--- src/rtl/stream_cipher_keystream_xor_assert.svh ---
// Assertion macros for the keystream XOR block.
// Included by the top level; no other dependencies.
`ifndef STREAM_CIPHER_KEYSTREAM_XOR_ASSERT_SVH
`define STREAM_CIPHER_KEYSTREAM_XOR_ASSERT_SVH
`ifndef ASSERT_OFF
`define SCKX_ASSERT_IMPL(name, clk, rst, ante, cons, msg) \
  name: assert property (@(posedge clk) disable iff (rst) (ante) |-> (cons)) else $error(msg);
`define SCKX_ASSERT_NEXT(name, clk, rst, ante, cons, msg) \
  name: assert property (@(posedge clk) disable iff (rst) (ante) |=> (cons)) else $error(msg);
`else
`define SCKX_ASSERT_IMPL(name, clk, rst, ante, cons, msg)
`define SCKX_ASSERT_NEXT(name, clk, rst, ante, cons, msg)
`endif
`endif

--- src/rtl/sckx_pkg.sv ---
// Types, constants and helper functions for the keystream XOR block.
// No dependencies; used by sckx_cfg, sckx_core and the top level.
package sckx_pkg;

  localparam int DOUBLE_ROUNDS_DEF = 10;
  localparam int APB_ADDR_W = 6;
  localparam int APB_DATA_W = 64;
  localparam int BLK_NUM_W = 26;

  localparam logic [2:0] REG_KEY_0_63    = 3'd0;
  localparam logic [2:0] REG_KEY_64_127  = 3'd1;
  localparam logic [2:0] REG_KEY_128_191 = 3'd2;
  localparam logic [2:0] REG_KEY_192_255 = 3'd3;
  localparam logic [2:0] REG_KEY_MODE    = 3'd4;
  localparam logic [2:0] REG_NONCE       = 3'd5;
  localparam logic [2:0] REG_START_POS   = 3'd6;

  localparam logic [31:0] EXPA   = 32'h61707865;
  localparam logic [31:0] TE_K   = 32'h6b206574;
  localparam logic [31:0] ND_3   = 32'h3320646e;
  localparam logic [31:0] TWO_BY = 32'h79622d32;
  localparam logic [31:0] ND_1   = 32'h3120646e;
  localparam logic [31:0] SIX_BY = 32'h79622d36;

  typedef logic [15:0][31:0] block_t;

  typedef struct packed {
    logic [63:0] key0;
    logic [63:0] key1;
    logic [63:0] key2;
    logic [63:0] key3;
    logic        mode;
    logic [63:0] nonce;
    logic [31:0] start;
  } cfg_t;

  typedef struct packed {
    logic                 start;
    logic [BLK_NUM_W-1:0] block_num;
  } core_req_t;

  typedef enum logic [1:0] {T_IDLE, T_BLOCK, T_XOR} top_state_t;
  typedef enum logic [1:0] {C_IDLE, C_ROUND, C_FINAL} core_state_t;

  function automatic logic [31:0] rotl(input logic [31:0] v, input int unsigned s);
    return (v << s) | (v >> (32 - s));
  endfunction

  // word index of role (0 a, 1 b, 2 c, 3 d) in column quarter round of lane
  function automatic logic [3:0] col_idx(input int unsigned lane, input int unsigned role);
    return 4'((5 * lane + 4 * role) % 16);
  endfunction

  function automatic block_t init_words(input cfg_t c, input logic [BLK_NUM_W-1:0] blk);
    block_t      w;
    logic [63:0] hk0;
    logic [63:0] hk1;
    hk0   = c.mode ? c.key2 : c.key0;
    hk1   = c.mode ? c.key3 : c.key1;
    w[0]  = EXPA;
    w[1]  = c.key0[31:0];
    w[2]  = c.key0[63:32];
    w[3]  = c.key1[31:0];
    w[4]  = c.key1[63:32];
    w[5]  = c.mode ? ND_3 : ND_1;
    w[6]  = c.nonce[31:0];
    w[7]  = c.nonce[63:32];
    w[8]  = {6'd0, blk};
    w[9]  = 32'd0;
    w[10] = c.mode ? TWO_BY : SIX_BY;
    w[11] = hk0[31:0];
    w[12] = hk0[63:32];
    w[13] = hk1[31:0];
    w[14] = hk1[63:32];
    w[15] = TE_K;
    return w;
  endfunction

endpackage

--- src/rtl/sckx_cfg.sv ---
// APB configuration register file for the keystream XOR block.
// Depends on sckx_pkg.
module sckx_cfg
  import sckx_pkg::*;
(
  input  logic                  clk,
  input  logic                  rst,
  input  logic                  psel,
  input  logic                  penable,
  input  logic                  pwrite,
  input  logic [APB_ADDR_W-1:0] paddr,
  input  logic [APB_DATA_W-1:0] pwdata,
  output logic [APB_DATA_W-1:0] prdata,
  output logic                  pready,
  output cfg_t                  cfg
);

  logic       wr;
  logic [2:0] idx;

  assign pready = 1'b1;
  assign wr     = psel && penable && pwrite;
  assign idx    = paddr[5:3];

  always_ff @(posedge clk) begin
    if (rst) begin
      cfg.key0  <= '0;
      cfg.key1  <= '0;
      cfg.key2  <= '0;
      cfg.key3  <= '0;
      cfg.mode  <= 1'b1;
      cfg.nonce <= '0;
      cfg.start <= '0;
    end else if (wr) begin
      unique case (idx)
        REG_KEY_0_63:    cfg.key0  <= pwdata;
        REG_KEY_64_127:  cfg.key1  <= pwdata;
        REG_KEY_128_191: cfg.key2  <= pwdata;
        REG_KEY_192_255: cfg.key3  <= pwdata;
        REG_KEY_MODE:    cfg.mode  <= pwdata[0];
        REG_NONCE:       cfg.nonce <= pwdata;
        REG_START_POS:   cfg.start <= pwdata[31:0];
        default: ;
      endcase
    end
  end

  always_comb begin
    unique case (idx)
      REG_KEY_0_63:    prdata = cfg.key0;
      REG_KEY_64_127:  prdata = cfg.key1;
      REG_KEY_128_191: prdata = cfg.key2;
      REG_KEY_192_255: prdata = cfg.key3;
      REG_KEY_MODE:    prdata = {63'd0, cfg.mode};
      REG_NONCE:       prdata = cfg.nonce;
      REG_START_POS:   prdata = {32'd0, cfg.start};
      default:         prdata = '0;
    endcase
  end

endmodule

--- config.mk ---
export PLATFORM = sky130hd
export DESIGN_NAME = sckx_cfg
export DESIGN_NICKNAME = d
export VERILOG_FILES = /design/src/rtl/stream_cipher_keystream_xor_assert.svh /design/src/rtl/sckx_pkg.sv /design/src/rtl/sckx_cfg.sv
export SDC_FILE = /design/constraint.sdc
export NUM_CORES = 1
export LEC_CHECK = 0
export ABC_CLOCK_PERIOD_IN_PS = 3300
export CAP_MARGIN = 20
export CORE_ASPECT_RATIO = 0.75
export CORE_UTILIZATION = 35
export CTS_BUF_LIST = sky130_fd_sc_hd__clkbuf_4 sky130_fd_sc_hd__clkbuf_8
export CTS_CLUSTER_SIZE = 14
export DETAILED_ROUTE_END_ITERATION = 12
export DONT_BUFFER_PORTS = 1
export SYNTH_ARGS = -nofsm -noshare
export SYNTH_HDL_FRONTEND = slang
export SYNTH_SLANG_ARGS = --single-unit
--- constraint.sdc ---
create_clock -name clk -period 3.3 [get_ports clk]
set_input_delay 0 -clock clk [delete_from_list [all_inputs] [get_ports clk]]
set_output_delay 0 -clock clk [all_outputs]
set_load 0.005 [all_outputs]
==> out/results.txt <==
Status = complete, no violations
Crit-path max cell delay = 0.66 ns
Worst-path fanout max = 133
Nets = 1849
Final RePlAce weighted congestion = 0.7945
Post-Synthesis Cells = 1587
Post-DP Area = 16880 µm²
CP endpoint kind = register
Die area = 48160 µm²
Post-CTS Setup Inserts = 0
CP max stage cell = and2_4
Clock buffer count from CTS = 58
I/O pins = 493
Synth area leaders = dfxtp_1, mux2i_1, nand2b_1, o221ai_1, clkbuf_1
Hold_ws = 0.08844 ns
CTS tree = yes
Register bank with the most flops = cfg
Hold Path Class = input pin to output port
Clock Tree Buf Depth = 3
Via density per instance = 5.337
P_leak = 9.253 nW
PD cells = 443.8 nW/µm²
CP required = 3.86 ns
Number of enable flip-flop cells after synthesis = 0
Post-synth top flop = dfxtp_1
Area leader, netlist = dfxtp_1
Cell variety after synth = 38
Placeable Area = 46280 µm²
Layout cells sized above 1 = 8.696%
Period minus WS final = 1.918 ns
Number of global-route vias before repair = 13328
Total Power = 9.122 mW
Root buf cell = clkbuf_8
Setup violations, final = 0
VDD IR max = 308.7 µV
Tcrit/Tclk final = 58.11%
Site Rows = 68
Commonest non-fill, non-tap cell in the layout = mux2i_1
Syn Area/Cell = 10.43 µm²
Worst Max-Slew Pin Slew = 1.179 ns
CTS Sinks = 353
Pin count of the biggest net entering global routing = 329
Drc violations = 0
Asr flop ratio synth = 0%
Utilization after layout = 44.41%
Initial antenna violation count = 1
Clk_skew = 0 ns
Routed WL = 57290 µm
DP HPWL = 34740 µm
DR pass1 iterations = 5
Overall global routing resource usage = 22.88%
Regs by FF count = cfg: 353 flops
DR iter-0 viols = 687
Final Hold Viols = 0
Die height = 190.3 µm
Wirelength per Cell = 23.40 µm
Slew headroom = 21.40%
Maximum clock frequency = 521.5 MHz
H-tree depth = 2
Largest register FFs = 353
Warnings, synthesis = 0
Area Overhead vs Synth = 24.23%
Worst Setup Path Type = input pin to register
Synth top area share = 42.71%
Worst-path cell chain = and4b_1, and2_4, buf_4, mux2i_1, dlygate4sd3_1
Via count = 13066
Die X = 253.1 µm
DRT antenna net count = 0
Synthesized net count = 1662
Slew Limit Fails = 0
Starting Density = 35.75%
Post-cts sizing count = 0
Max Cap Violations = 0
Port buffer count = 0
Grt ovf = 0
Clk slew on worst S/H paths = 0.06 ns
Setup TNS = 0 ns
Multi-input gate area = 8840 µm²
Post-Syn Area = 16550 µm²
# fillers = 4332
WP data arrival = 2.48 ns
Final instance area = 20550 µm²
Sequential share of the synthesized area = 42.71%
First-pass GRT wire length = 84220 µm
Worst-skew pair later-pin latency = 0.61 ns
Synthesized flop and latch total = 353
Most frequent cells in the layout = mux2i_1, nand2b_1, dfxtp_1
Seq. cell area = 7067 µm²
Worst setup SP type = input pin
Unrepaired setup endpoints after global routing = false
power by group:
group,internal (mW),switching [mW]
sequential,4.29,0.0413
combinational,0.259,0.269
clock,2.44,1.82
synth_stat cells (3+ instances only):
cell,instances
a211oi_1,4
a21boi_0,8
a21oi_1,12
a221o_1,8
a221oi_1,4
a22o_1,8
a22oi_1,16
a2bb2oi_1,19
a31oi_1,8
buf_2,41
buf_4,14
buf_6,10
clkbuf_1,64
dfxtp_1,353
inv_1,3
mux2i_1,467
nand2_1,34
nand2_2,4
nand2b_1,418
nor2b_1,10
o21ai_0,12
o221ai_1,32
o32ai_1,3
or2_2,15
or4b_2,5
worst paths after layout:
check	cells past startpoint	end	slack, ns	from
hold / removal	1	prdata[23]	0.09	paddr[4]
setup / recovery	5	cfg[331]	1.38	paddr[3]
setup reg to reg	4	cfg[335]	1.44	cfg[335]
hold reg to reg	2	cfg[165]	0.51	cfg[165]
layout make-up:
cell class	instances	share of cell area (%)
tap	630	3.835
timing repair buffer	256	12.43
sequential	353	34.38
clock buffer	92	5.612
multi-input combinational	1102	43.01
antenna	1	0.01217
clock inverter	11	0.6696
inverter	3	0.05478
critical path, delay by kind of cell:
kind / cells / cell delay [ns]
muxes: 1 / 0.25
and+or+nand+nor: 2 / 1.26
buffers and inverters: 2 / 0.94
routing by layer:
| metal | vias to the layer above | share of wire [%] | track usage, % |
|---|---|---|---|
| li1 | 5891 | - | - |
| met4 | 2 | 2.4 | 7.389 |
| met3 | 106 | 8.0 | 6.880 |
| met2 | 460 | 47 | 36.90 |
| met5 | - | 0.023 | 0 |
| met1 | 6607 | 43 | 29.15 |
per-stage QoR:
stage | setup WS (ns) | std cells
after floorplan | 2.179 | 1587
after CTS | 1.299 | 2447
final | 1.382 | 2448
after global routing | 1.263 | 2447
after global placement | 1.320 | 2108
after detailed placement | 1.292 | 2108
cell families (layout without fill, tap and decap cells):
| family | Yosys count | after routing | share of synthesized area [%] |
|---|---|---|---|
| AND/OR/NAND/NOR | 496 | 496 | 18.43 |
| buffers and inverters | 132 | 362 | 4.076 |
| other | 1 | 2 | 0.02266 |
| multiplexers | 469 | 469 | 28.39 |
| AO/OA/AOI/OAI | 136 | 136 | 6.375 |
| flip-flops | 353 | 353 | 42.71 |
timing repair:
| action | 4_1_cts | 5_1_grt |
|---|---|---|
| hold buffers | 236 | 0 |
| hold endpoints to repair | 353 | 0 |
| endpoints found under the setup margin | 0 | 0 |
No activity file was read; power rests on OpenSTA's default activity.
