[src/rtl/stream_cipher_keystream_xor_assert.svh]
// Assertion macros for the keystream XOR block.
// Included by the top level; no other dependencies.
`ifndef STREAM_CIPHER_KEYSTREAM_XOR_ASSERT_SVH
`define STREAM_CIPHER_KEYSTREAM_XOR_ASSERT_SVH
`ifndef ASSERT_OFF
`define SCKX_ASSERT_IMPL(name, clk, rst, ante, cons, msg) \
  name: assert property (@(posedge clk) disable iff (rst) (ante) |-> (cons)) else $error(msg);
`define SCKX_ASSERT_NEXT(name, clk, rst, ante, cons, msg) \
  name: assert property (@(posedge clk) disable iff (rst) (ante) |=> (cons)) else $error(msg);
`else
`define SCKX_ASSERT_IMPL(name, clk, rst, ante, cons, msg)
`define SCKX_ASSERT_NEXT(name, clk, rst, ante, cons, msg)
`endif
`endif

[src/rtl/sckx_pkg.sv]
// Types, constants and helper functions for the keystream XOR block.
// No dependencies; used by sckx_cfg, sckx_core and the top level.
package sckx_pkg;

  localparam int DOUBLE_ROUNDS_DEF = 10;
  localparam int APB_ADDR_W = 6;
  localparam int APB_DATA_W = 64;
  localparam int BLK_NUM_W = 26;

  localparam logic [2:0] REG_KEY_0_63    = 3'd0;
  localparam logic [2:0] REG_KEY_64_127  = 3'd1;
  localparam logic [2:0] REG_KEY_128_191 = 3'd2;
  localparam logic [2:0] REG_KEY_192_255 = 3'd3;
  localparam logic [2:0] REG_KEY_MODE    = 3'd4;
  localparam logic [2:0] REG_NONCE       = 3'd5;
  localparam logic [2:0] REG_START_POS   = 3'd6;

  localparam logic [31:0] EXPA   = 32'h61707865;
  localparam logic [31:0] TE_K   = 32'h6b206574;
  localparam logic [31:0] ND_3   = 32'h3320646e;
  localparam logic [31:0] TWO_BY = 32'h79622d32;
  localparam logic [31:0] ND_1   = 32'h3120646e;
  localparam logic [31:0] SIX_BY = 32'h79622d36;

  typedef logic [15:0][31:0] block_t;

  typedef struct packed {
    logic [63:0] key0;
    logic [63:0] key1;
    logic [63:0] key2;
    logic [63:0] key3;
    logic        mode;
    logic [63:0] nonce;
    logic [31:0] start;
  } cfg_t;

  typedef struct packed {
    logic                 start;
    logic [BLK_NUM_W-1:0] block_num;
  } core_req_t;

  typedef enum logic [1:0] {T_IDLE, T_BLOCK, T_XOR} top_state_t;
  typedef enum logic [1:0] {C_IDLE, C_ROUND, C_FINAL} core_state_t;

  function automatic logic [31:0] rotl(input logic [31:0] v, input int unsigned s);
    return (v << s) | (v >> (32 - s));
  endfunction

  // word index of role (0 a, 1 b, 2 c, 3 d) in column quarter round of lane
  function automatic logic [3:0] col_idx(input int unsigned lane, input int unsigned role);
    return 4'((5 * lane + 4 * role) % 16);
  endfunction

  function automatic block_t init_words(input cfg_t c, input logic [BLK_NUM_W-1:0] blk);
    block_t      w;
    logic [63:0] hk0;
    logic [63:0] hk1;
    hk0   = c.mode ? c.key2 : c.key0;
    hk1   = c.mode ? c.key3 : c.key1;
    w[0]  = EXPA;
    w[1]  = c.key0[31:0];
    w[2]  = c.key0[63:32];
    w[3]  = c.key1[31:0];
    w[4]  = c.key1[63:32];
    w[5]  = c.mode ? ND_3 : ND_1;
    w[6]  = c.nonce[31:0];
    w[7]  = c.nonce[63:32];
    w[8]  = {6'd0, blk};
    w[9]  = 32'd0;
    w[10] = c.mode ? TWO_BY : SIX_BY;
    w[11] = hk0[31:0];
    w[12] = hk0[63:32];
    w[13] = hk1[31:0];
    w[14] = hk1[63:32];
    w[15] = TE_K;
    return w;
  endfunction

endpackage

[src/rtl/sckx_core.sv]
// Keystream block generator: four add-rotate-xor lanes reused over every
// step of every half round, with a transpose after each half round.
// Depends on sckx_pkg.
module sckx_core
  import sckx_pkg::*;
#(
  parameter int DOUBLE_ROUNDS = DOUBLE_ROUNDS_DEF
) (
  input  logic      clk,
  input  logic      rst,
  input  cfg_t      cfg,
  input  core_req_t req,
  input  logic [5:0] rd_pos,
  output logic [7:0] ks_byte,
  output logic      done
);

  localparam int HALF_W = $clog2(2 * DOUBLE_ROUNDS);
  localparam logic [HALF_W-1:0] LAST_HALF = HALF_W'(2 * DOUBLE_ROUNDS - 1);

  core_state_t          state;
  core_state_t          state_next;
  logic [1:0]           step;
  logic [HALF_W-1:0]    half;
  logic [BLK_NUM_W-1:0] blk;
  block_t               round_words;
  block_t               keystream_words;
  block_t               init_w;
  block_t               round_upd;
  block_t               round_next;

  assign init_w  = init_words(cfg, blk);
  assign ks_byte = keystream_words[rd_pos[5:2]][{rd_pos[1:0], 3'b000} +: 8];

  always_comb begin
    unique case (state)
      C_IDLE:  state_next = req.start ? C_ROUND : C_IDLE;
      C_ROUND: state_next = (step == 2'd3 && half == LAST_HALF) ? C_FINAL : C_ROUND;
      C_FINAL: state_next = C_IDLE;
      default: state_next = C_IDLE;
    endcase
  end

  always_comb begin
    done = (state == C_FINAL);
  end

  always_comb begin
    logic [3:0] ia;
    logic [3:0] ib;
    logic [3:0] ic;
    logic [3:0] id;
    round_upd = round_words;
    for (int unsigned l = 0; l < 4; l++) begin
      ia = col_idx(l, 0);
      ib = col_idx(l, 1);
      ic = col_idx(l, 2);
      id = col_idx(l, 3);
      unique case (step)
        2'd0: round_upd[ib] = round_words[ib] ^ rotl(round_words[ia] + round_words[id], 7);
        2'd1: round_upd[ic] = round_words[ic] ^ rotl(round_words[ib] + round_words[ia], 9);
        2'd2: round_upd[id] = round_words[id] ^ rotl(round_words[ic] + round_words[ib], 13);
        2'd3: round_upd[ia] = round_words[ia] ^ rotl(round_words[id] + round_words[ic], 18);
        default: ;
      endcase
    end
    round_next = round_upd;
    if (step == 2'd3) begin
      for (int unsigned i = 0; i < 4; i++) begin
        for (int unsigned j = 0; j < 4; j++) begin
          round_next[i * 4 + j] = round_upd[j * 4 + i];
        end
      end
    end
  end

  always_ff @(posedge clk) begin
    if (rst) begin
      state <= C_IDLE;
      step  <= '0;
      half  <= '0;
    end else begin
      state <= state_next;
      if (state == C_IDLE) begin
        step <= '0;
        half <= '0;
      end else if (state == C_ROUND) begin
        step <= step + 2'd1;
        if (step == 2'd3) begin
          half <= half + 1'b1;
        end
      end
    end
  end

  always_ff @(posedge clk) begin
    if (state == C_IDLE && req.start) begin
      round_words <= init_words(cfg, req.block_num);
      blk         <= req.block_num;
    end else if (state == C_ROUND) begin
      round_words <= round_next;
    end
    if (state == C_FINAL) begin
      for (int unsigned i = 0; i < 16; i++) begin
        keystream_words[i] <= round_words[i] + init_w[i];
      end
    end
  end

endmodule

[config.mk]
export PLATFORM = sky130hd
export DESIGN_NAME = sckx_core
export DESIGN_NICKNAME = d
export VERILOG_FILES = /design/src/rtl/stream_cipher_keystream_xor_assert.svh /design/src/rtl/sckx_pkg.sv /design/src/rtl/sckx_core.sv
export SDC_FILE = /design/constraint.sdc
export NUM_CORES = 2
export LEC_CHECK = 0
export BUFFER_PORTS_ARGS = -buffer_cell sky130_fd_sc_hd__buf_4
export CORE_AREA = 4 4 395 689
export DETAILED_ROUTE_END_ITERATION = 8
export DIE_AREA = 0 0 399 693
export GPL_TIMING_DRIVEN = 0
export REMOVE_ABC_BUFFERS = 1
export SYNTH_ARGS = -nofsm -noshare
export SYNTH_HDL_FRONTEND = slang
export SYNTH_SLANG_ARGS = --single-unit
[constraint.sdc]
create_clock -name clk -period 53.8 [get_ports clk]
set_clock_uncertainty 0.2 [all_clocks]
set_input_delay 8.07 -clock clk [delete_from_list [all_inputs] [get_ports clk]]
set_output_delay 8.07 -clock clk [all_outputs]
set_load 0.005 [all_outputs]
==> results.ini <==
[clock_network]
htree_levels=4
post-cts-setup-buffers=0
cts_buffers=139
hold_buffers=0
cts_sinks=1059
cts_root_buf=clkbuf_16
cts_resized=0
path_clk_slew_ns=0.07
tritoncts=done
cts_buffer_depth=4
worstSkewPairLatency_ns=0.86

[pwr]
max-vdd-ir-drop_v=0.0000223
total_power_uw=4370
leakage_uw=0.0427
swShare=0.485
p_comb_frac=0.488
p_seq_frac=0.279
power_density_mw_per_mm2=40.8
internal_power_uw=2250
power_switching_uw=2120
clkPwrFrac=0.232

[synthesis]
syn_area_mm2=0.0929
synthArstFlopShare=0
yosys-top-cells-count=948 x edfxtp_1, 926 x nand2_1, 879 x a21oi_1
synth_edf_count=948
synth_area_leaders=edfxtp_1 31%, ha_1 11%, xnor2_1 7.5%
synth_seq_cells=1059
synth_top_area_cell=edfxtp_1
netlist_instances=9842
postSynthAreaPerCell_um2=9.44
ys.flop_type=edfxtp_1
ys_types=94
yosysMostFrequentCell=edfxtp_1
ys_warn_count=0
ys_seq_area_frac=0.330
synth_top_area_frac=0.306

[detailed_routing]
vias=89500
firstDrtPassIters=8
wire_per_inst_um=45.8
routed_wl_mm=634
antenna_left=0
drc_errors=0
viasPerCell=6.47
drt_iter0_drc=11400

[floorplan]
rows=251
start_util=0.348
die_h_um=693
dieWidth_um=399
core_area_mm2=0.267
die_area_mm2=0.277
io_pins=397

[worst_setup_path]
worstPathArrival_ns=11.68
r2r_slack_ns=46.28
crit_type=input pin to output pin
worst_setup_path_end_kind=output pin
cp-startpoint=rd_pos[2]
timing.rr.start=round_words[260]
r2r_cells=12
required_ns=45.53
crit_path_start_kind=input pin
crit_fanout=60
crit_path_end=ks_byte[5]
r2r_end=round_words[107]

[sta]
final.setup.tns_ns=0
tightest_slew_ns=1.65
grt_setup_unrepaired=no
fin_crit_ns=19.95
max_freq_mhz=50.1
hold_violations=0
period_share=0.371
holdWs_ns=0.281
slew_headroom=-0.108
report.final.slew_viol_count=45
setup-violations-final=0

[global_routing]
grt_pass1_vias=85700
antenna_found_initial=80
grt_use_total=0.445
grt_pass1_wl_mm=811
overflow=0
grt_max_degree=116

[finish]
final_cells=13800
drive_gt1_frac=0.118
nFillCells=26400
nets=11400
area_growth_syn_to_layout_pct=15.3

[min_path]
hold_class=register to register

[outcome]
violations=capacitance limit, slew limit
outcome=finished with violations

[place]
place.gp.congestion=1.10
port_buffers=364
place_inst=13500
dp_hpwl_mm=523

[run]
drv_cap=20

## kinds of logic after synthesis
group,after synthesis,synth area share
AOI/OAI and AO/OA,3016,0.209
buffers and inverters,642,0.0259
xor gates and xnor gates,1263,0.119
DFF,1059,0.330
adders and majority gates,870,0.119
and+or+nand+nor,2587,0.128
muxes,405,0.0681
## through the flow
step           utilization  instance area [um2]  setup slack, ns
2_1_floorplan            -                91600            22.58
3_3_place_gp         0.370                98700             4.81
3_5_place_dp         0.384               102000            33.95
4_1_cts              0.401               107000            33.95
5_1_grt              0.402               107000            33.86
6_report             0.402               107000            33.85
## power groups by stage
| stage | clock, uW | sequential [uW] | combinational, uW |
|---|---|---|---|
| floorplan | 0 | 1090 | 1080 |
| global placement | 0 | 1240 | 1960 |
| detailed placement | 0 | 1220 | 2030 |
| CTS | 1020 | 1200 | 2050 |
| global route | 1040 | 1210 | 2180 |
| finish | 1020 | 1220 | 2140 |
## critical path: stages
cell and delay, ns:
buf_8 0.24, buf_16 0.38, buf_16 0.39, mux4_2 0.64, mux4_2 0.70, mux4_2 0.67, buf_4 0.19
## flip-flops by register name (all words and copies together), names as in the netlist, named ones only
signal / cells
state: 2
step: 2
keystream_words: 512
round_words: 480
half: 5
blk: 26
## routing by layer
layer	global-route usage	part of all wire	vias to the layer above
met2	0.697	0.44	5519
met3	0.0865	0.078	1757
met1	0.450	0.32	44800
met5	0.000530	0.00029	-
met4	0.553	0.16	28
li1	-	-	37400
## worst min path at each step
stage / from / end / slack [ns] / depth (start not counted)
final: half[4] / state[1] / 0.28 / 2
after floorplan: half[1] / half[1] / 0.25 / 2
after global routing: half[4] / state[1] / 0.29 / 2
after global placement: half[1] / half[1] / 0.27 / 2
after CTS: half[4] / state[1] / 0.28 / 2
after detailed placement: half[4] / state[1] / 0.28 / 2
## layout by cell type, fill, tap and decap left out, types with 123 or more instances in the layout
master | synthesis | layout
edfxtp_1 | 948 | 948
clkbuf_16 | 0 | 143
xnor2_1 | 795 | 753
mux2_2 | 136 | 136
nand2_1 | 926 | 922
a21oi_1 | 879 | 876
a21o_1 | 425 | 425
nor2_1 | 665 | 658
buf_4 | 0 | 367
nand3_1 | 203 | 203
o21ai_0 | 655 | 651
xor2_1 | 468 | 446
o21bai_1 | 123 | 123
inv_1 | 281 | 278
mux4_2 | 168 | 168
nor3_1 | 152 | 150
ha_1 | 842 | 838
## cell type report
class / instances / area [um2] / share of cell area
clock buffers: 165 / 3680 / 0.0344
inverters: 284 / 1100 / 0.0102
diodes: 62 / 155 / 0.00145
multi-input cells: 8141 / 60600 / 0.566
well taps: 3542 / 4430 / 0.0414
clock inverters: 73 / 853 / 0.00796
repair buffers: 507 / 5640 / 0.0527
flip-flops and latches: 1059 / 30700 / 0.286
Power figures use the tool's default switching activity.
